`config.mk`:
```
export PLATFORM = sky130hd
export DESIGN_NAME = cca_ctrl
export DESIGN_NICKNAME = d
export VERILOG_FILES = /design/src/hw/rtl/cca_pkg.sv /design/src/hw/rtl/cca_ctrl.sv
export SDC_FILE = /design/constraint.sdc
export NUM_CORES = 1
export LEC_CHECK = 0
export BUFFER_PORTS_ARGS = -buffer_cell sky130_fd_sc_hd__buf_4
export CORE_AREA = 2 2 39 41
export DETAILED_ROUTE_END_ITERATION = 10
export DIE_AREA = 0 0 41 43
export MAX_ROUTING_LAYER = met4
export PLACE_DENSITY_LB_ADDON = 0.05
export SKIP_CTS_REPAIR_TIMING = 1
export SLEW_MARGIN = 10
export SYNTH_ARGS = -nofsm -noshare
export SYNTH_HDL_FRONTEND = slang
export SYNTH_SLANG_ARGS = --single-unit
```
`constraint.sdc`:
```
create_clock -name clk -period 2 [get_ports clk]
set_input_delay 0.1 -clock clk [delete_from_list [all_inputs] [get_ports clk]]
set_output_delay 0.1 -clock clk [all_outputs]
set_load 0.02 [all_outputs]
```
`src/hw/rtl/cca_pkg.sv`:
```
// cca_pkg: shared types, codes and constants of the cone colour association engine
// no dependencies; imported by every module of the block

package cca_pkg;

  localparam int SHORT_DEPTH_DEF = 64;
  localparam int LONG_DEPTH_DEF  = 256;
  localparam int COORD_WIDTH_DEF = 16;

  localparam int DIST_OUT_W = 33;
  localparam int CFG_IDX_W  = 2;

  // item function codes
  localparam logic [2:0] FN_ADD_BLUE   = 3'd0;
  localparam logic [2:0] FN_ADD_YELLOW = 3'd1;
  localparam logic [2:0] FN_SHIFT      = 3'd2;
  localparam logic [2:0] FN_CLASSIFY   = 3'd3;
  localparam logic [2:0] FN_FRAME_END  = 3'd4;

  // result classes
  localparam logic [1:0] CLS_NONE   = 2'd0;
  localparam logic [1:0] CLS_YELLOW = 2'd1;
  localparam logic [1:0] CLS_BLUE   = 2'd2;

  // configuration register indexes
  localparam logic [CFG_IDX_W-1:0] REG_THRESH  = 2'd0;
  localparam logic [CFG_IDX_W-1:0] REG_MAX_AGE = 2'd1;

  localparam logic [31:0] THRESH_RESET  = 32'd16384;
  localparam logic [7:0]  MAX_AGE_RESET = 8'd10;

  typedef struct packed {
    logic [2:0]         func;
    logic signed [15:0] pos_x;
    logic signed [15:0] pos_y;
    logic signed [15:0] shift_x;
    logic signed [15:0] shift_y;
  } cca_in_t;

  typedef struct packed {
    logic [1:0]            cls_code;
    logic                  from_long_term;
    logic [DIST_OUT_W-1:0] best_dist_sq;
  } cca_out_t;

  typedef enum logic [2:0] {
    ST_IDLE,
    ST_ADD,
    ST_SWEEP,
    ST_DRAIN,
    ST_CHECK,
    ST_RESULT
  } cca_state_t;

  typedef struct packed {
    logic load_item;
    logic add_en;
    logic sweep_start;
    logic sweep_long;
    logic sweep_step;
    logic age_commit;
    logic load_out;
  } cca_cmd_t;

  typedef struct packed {
    logic issue_done;
    logic pipe_empty;
    logic hit;
    logic out_busy;
  } cca_stat_t;

endpackage

```
`src/hw/rtl/cca_ctrl.sv`:
```
// cca_ctrl: sequencing state machine of the cone colour association engine
// depends on cca_pkg; drives the datapath through cca_cmd_t, reads cca_stat_t

module cca_ctrl import cca_pkg::*; (
  input  logic       clk,
  input  logic       rst_n,
  input  logic       in_valid,
  output logic       in_stall,
  input  logic [2:0] in_func,
  input  cca_stat_t  stat,
  output cca_cmd_t   cmd
);

  cca_state_t state_r, state_nxt;
  logic [2:0] func_r, func_nxt;
  logic       long_r, long_nxt;
  logic       is_sweep_fn;

  always_comb begin
    case (in_func) inside
      FN_SHIFT, FN_CLASSIFY, FN_FRAME_END: is_sweep_fn = 1'b1;
      default:                             is_sweep_fn = 1'b0;
    endcase
  end

  always_ff @(posedge clk) begin
    if (!rst_n) begin
      state_r <= ST_IDLE;
      func_r  <= FN_ADD_BLUE;
      long_r  <= 1'b0;
    end else begin
      state_r <= state_nxt;
      func_r  <= func_nxt;
      long_r  <= long_nxt;
    end
  end

  // next state
  always_comb begin
    state_nxt = state_r;
    func_nxt  = func_r;
    long_nxt  = long_r;
    case (state_r)
      ST_IDLE: begin
        if (in_valid) begin
          func_nxt = in_func;
          long_nxt = 1'b0;
          case (in_func) inside
            FN_ADD_BLUE, FN_ADD_YELLOW: state_nxt = ST_ADD;
            FN_SHIFT, FN_CLASSIFY, FN_FRAME_END: state_nxt = ST_SWEEP;
            default: state_nxt = ST_IDLE;
          endcase
        end
      end
      ST_ADD: state_nxt = ST_IDLE;
      ST_SWEEP: begin
        if (stat.issue_done) state_nxt = ST_DRAIN;
      end
      ST_DRAIN: begin
        if (stat.pipe_empty) state_nxt = (func_r == FN_CLASSIFY) ? ST_CHECK : ST_IDLE;
      end
      ST_CHECK: begin
        if (stat.hit || long_r) begin
          state_nxt = ST_RESULT;
        end else begin
          // short-term stores undecided, fall back to the long-term rings
          long_nxt  = 1'b1;
          state_nxt = ST_SWEEP;
        end
      end
      ST_RESULT: begin
        if (!stat.out_busy) state_nxt = ST_IDLE;
      end
      default: state_nxt = ST_IDLE;
    endcase
  end

  // outputs
  always_comb begin
    cmd      = '0;
    in_stall = 1'b1;
    case (state_r)
      ST_IDLE: begin
        in_stall        = 1'b0;
        cmd.load_item   = in_valid;
        cmd.sweep_start = in_valid && is_sweep_fn;
      end
      ST_ADD: cmd.add_en = 1'b1;
      ST_SWEEP: cmd.sweep_step = !stat.issue_done;
      ST_DRAIN: cmd.age_commit = stat.pipe_empty && (func_r == FN_FRAME_END);
      ST_CHECK: begin
        cmd.sweep_start = !(stat.hit || long_r);
        cmd.sweep_long  = !(stat.hit || long_r);
      end
      ST_RESULT: cmd.load_out = !stat.out_busy;
      default: cmd = '0;
    endcase
  end

endmodule

```
==> results.cfg <==
[finish]
final_area_um2 = 626.9
diodes = 0
syn2layout_area_growth_pct = 33.60
nets = 86
drive_above_1_share_pct = 33.33
nFillCells = 156

[worst_setup_path]
r2r-start = state_r[0]
rr_endpoint = state_r[0]
critPathKind = flip-flop to output port
crit_fanout = 14
required_ns = 1.90
cp.arrival_ns = 1.50
worst-r2r-cell-count = 4
start_kind = flip-flop
cp-end-kind = output port
rrSetupSlack_ns = 0.66

[synthesis]
yosysSeqAreaShare_pct = 29.87
syn_avg_cell_area_um2 = 8.379
yosys_warnings = 0
synth_area_leaders = dfxtp_1 (30%), mux2i_1 (11%), nor2b_1 (8.0%)
synth-seq-cells = 7
syn_area_um2 = 469.2
syn-num-nets = 66
synth_top_area_share_pct = 29.87
synth_cells = 56
synth_cell_type_count = 27
synth_top_area_cell = dfxtp_1

[clocking]
cts_tree = yes
clock_sinks = 7
cts_root_buffer = clkbuf_4
htreeDepth = 1
clk_pin_slew_ns = 0.06
clock_path_buffers = 2
insertion_delay_ns = 0.26
cts_made_buffers = 3

[die]
dieArea_mm2 = 0.001763
dieHeight_um = 43
rows = 14
start_util_pct = 33.91
ios = 18
core-area_mm2 = 0.001384
die_w_um = 41

[sta]
hold_viol_final = 0
maxSlewViolCount = 0
clock_skew_ns = 0.005127
slew_headroom_pct = 67.00
rsz0062_at_grt = no
finalSetupViolCount = 0
period_minus_slack_ns = 1.605
max_freq_mhz = 623.1
fin_crit_sh_pct = 80.25
tns_ns = 0
worst_slew_pin_slew_ns = 0.4944

[flow_run]
max_cap_violations = 0

[power]
powerDensity_mw_per_mm2 = 676.0
p_leak_nw = 0.2631
ir_worst_vdd_uv = 307.1

[route]
ant_nets = 0
wl_per_cell_um = 11.85
vias = 467
routed_via_density = 5.132
drt_iter0_drc = 6
drt_wl_total_um = 1078
drtPass1Iterations = 3
post-route-drc-count = 0

[outcome]
status = finished, final reports clean

[place]
hpwl_um = 821.6
placed_cell_area_um2 = 600.6
routabilityCongestion = 0.8001
io_buffers = 17

[hold_path]
hold_class = input port to flip-flop
hp-start = rst_n
hold_end = func_r[2]
min_path_cells = 2

[global_routing]
track_usage_pct = 14.95
overflow = 0
grt_max_degree = 15
grt_pass1_vias = 388
grt_antenna_before_repair = 0
grt_pass1_wl_um = 1704
-- logic make-up (layout without fill, tap and decap cells) --
logic type             count (synthesis)  in the layout  synth area share, %
and+or+nand+nor                       30             30                38.94
AOI/OAI and AO/OA                     11             11                16.27
DFF                                    7              7                29.87
muxes                                  5              5                10.67
buffers and inverters                  3             22                4.265
-- routing by layer --
layer	track usage, %	wire, um
met1	20.06	496
met2	18.44	494
met3	6.283	62
met4	8.000	23
met5	-	0
-- registers in the layout (all words and copies together) (netlist names) --
| name | flops |
|---|---|
| func_r | 3 |
| state_r | 3 |
| long_r | 1 |
-- layout make-up --
type	instances	area [um2]	area share, %
clock buffer	4	26.28	4.192
inverter	1	3.754	0.5988
multi-input combinational	46	309.0	49.30
sequential	7	140.1	22.36
tap	16	20.02	3.194
timing repair buffer	17	127.6	20.36
-- placed cells by master (no fill, tap or decap) --
cell type,n
nand3b_1,1
clkbuf_1,1
o21bai_1,2
a21oi_1,3
or3_4,1
o21ai_1,2
nor2b_1,6
nor3_2,1
o22a_1,1
nor4_1,1
nand3b_2,1
mux2i_1,5
nor3b_1,1
nand4_1,1
nor4_2,1
nand2b_1,1
nor3_1,2
and2_1,1
o32ai_1,1
inv_1,1
buf_4,17
clkbuf_4,3
nor4b_1,1
o31ai_2,1
nor2_1,6
a31oi_1,1
nand2_1,5
dfxtp_1,7
-- metrics by stage --
step	power [mW]	setup slack [ns]	std cells	utilization, %	hold slack (ns)
finish	0.4238	0.3950	91	45.30	0.1150
global route	0.4443	0.1964	91	45.30	0.1327
CTS	0.4276	0.3767	91	45.30	0.1159
detailed placement	0.2917	0.6471	87	43.40	0.3798
global placement	0.2927	0.6313	87	43.40	0.3706
floorplan	0.2483	0.5331	56	-	0.2146
-- worst max path at each step --
stage                     slack (ns)         end  startpoint
after floorplan                 0.53      cmd[4]  state_r[1]
after global placement          0.63  state_r[0]  state_r[0]
after detailed placement        0.65      cmd[1]  state_r[0]
after CTS                       0.38      cmd[1]  state_r[0]
after global routing            0.20      cmd[1]  state_r[0]
final                           0.40      cmd[1]  state_r[0]
-- cells in the mapped netlist (all sizes together) --
cell type / n
mux2i: 5
nor3b: 1
or3: 1
nor3: 3
a31oi: 1
nand2: 5
a21oi: 3
and2: 1
o21bai: 2
nand2b: 1
o31ai: 1
nor4b: 1
nand3b: 2
nor2b: 6
nor4: 2
nor2: 6
inv: 1
o32ai: 1
o21ai: 2
o22a: 1
dfxtp: 7
buf: 2
nand4: 1
-- worst max-delay path, cell delays in order (launching register included) --
cell      delay, ns
dfxtp_1        0.63
nand3b_1       0.16
nor4_1         0.27
buf_4          0.19
-- report_power, final --
group          switching (mW)  internal (mW)
Clock                  0.0598         0.0766
Sequential             0.0184          0.150
Combinational          0.0565         0.0629
Total                   0.135          0.289
Power figures use the tool's default switching activity.
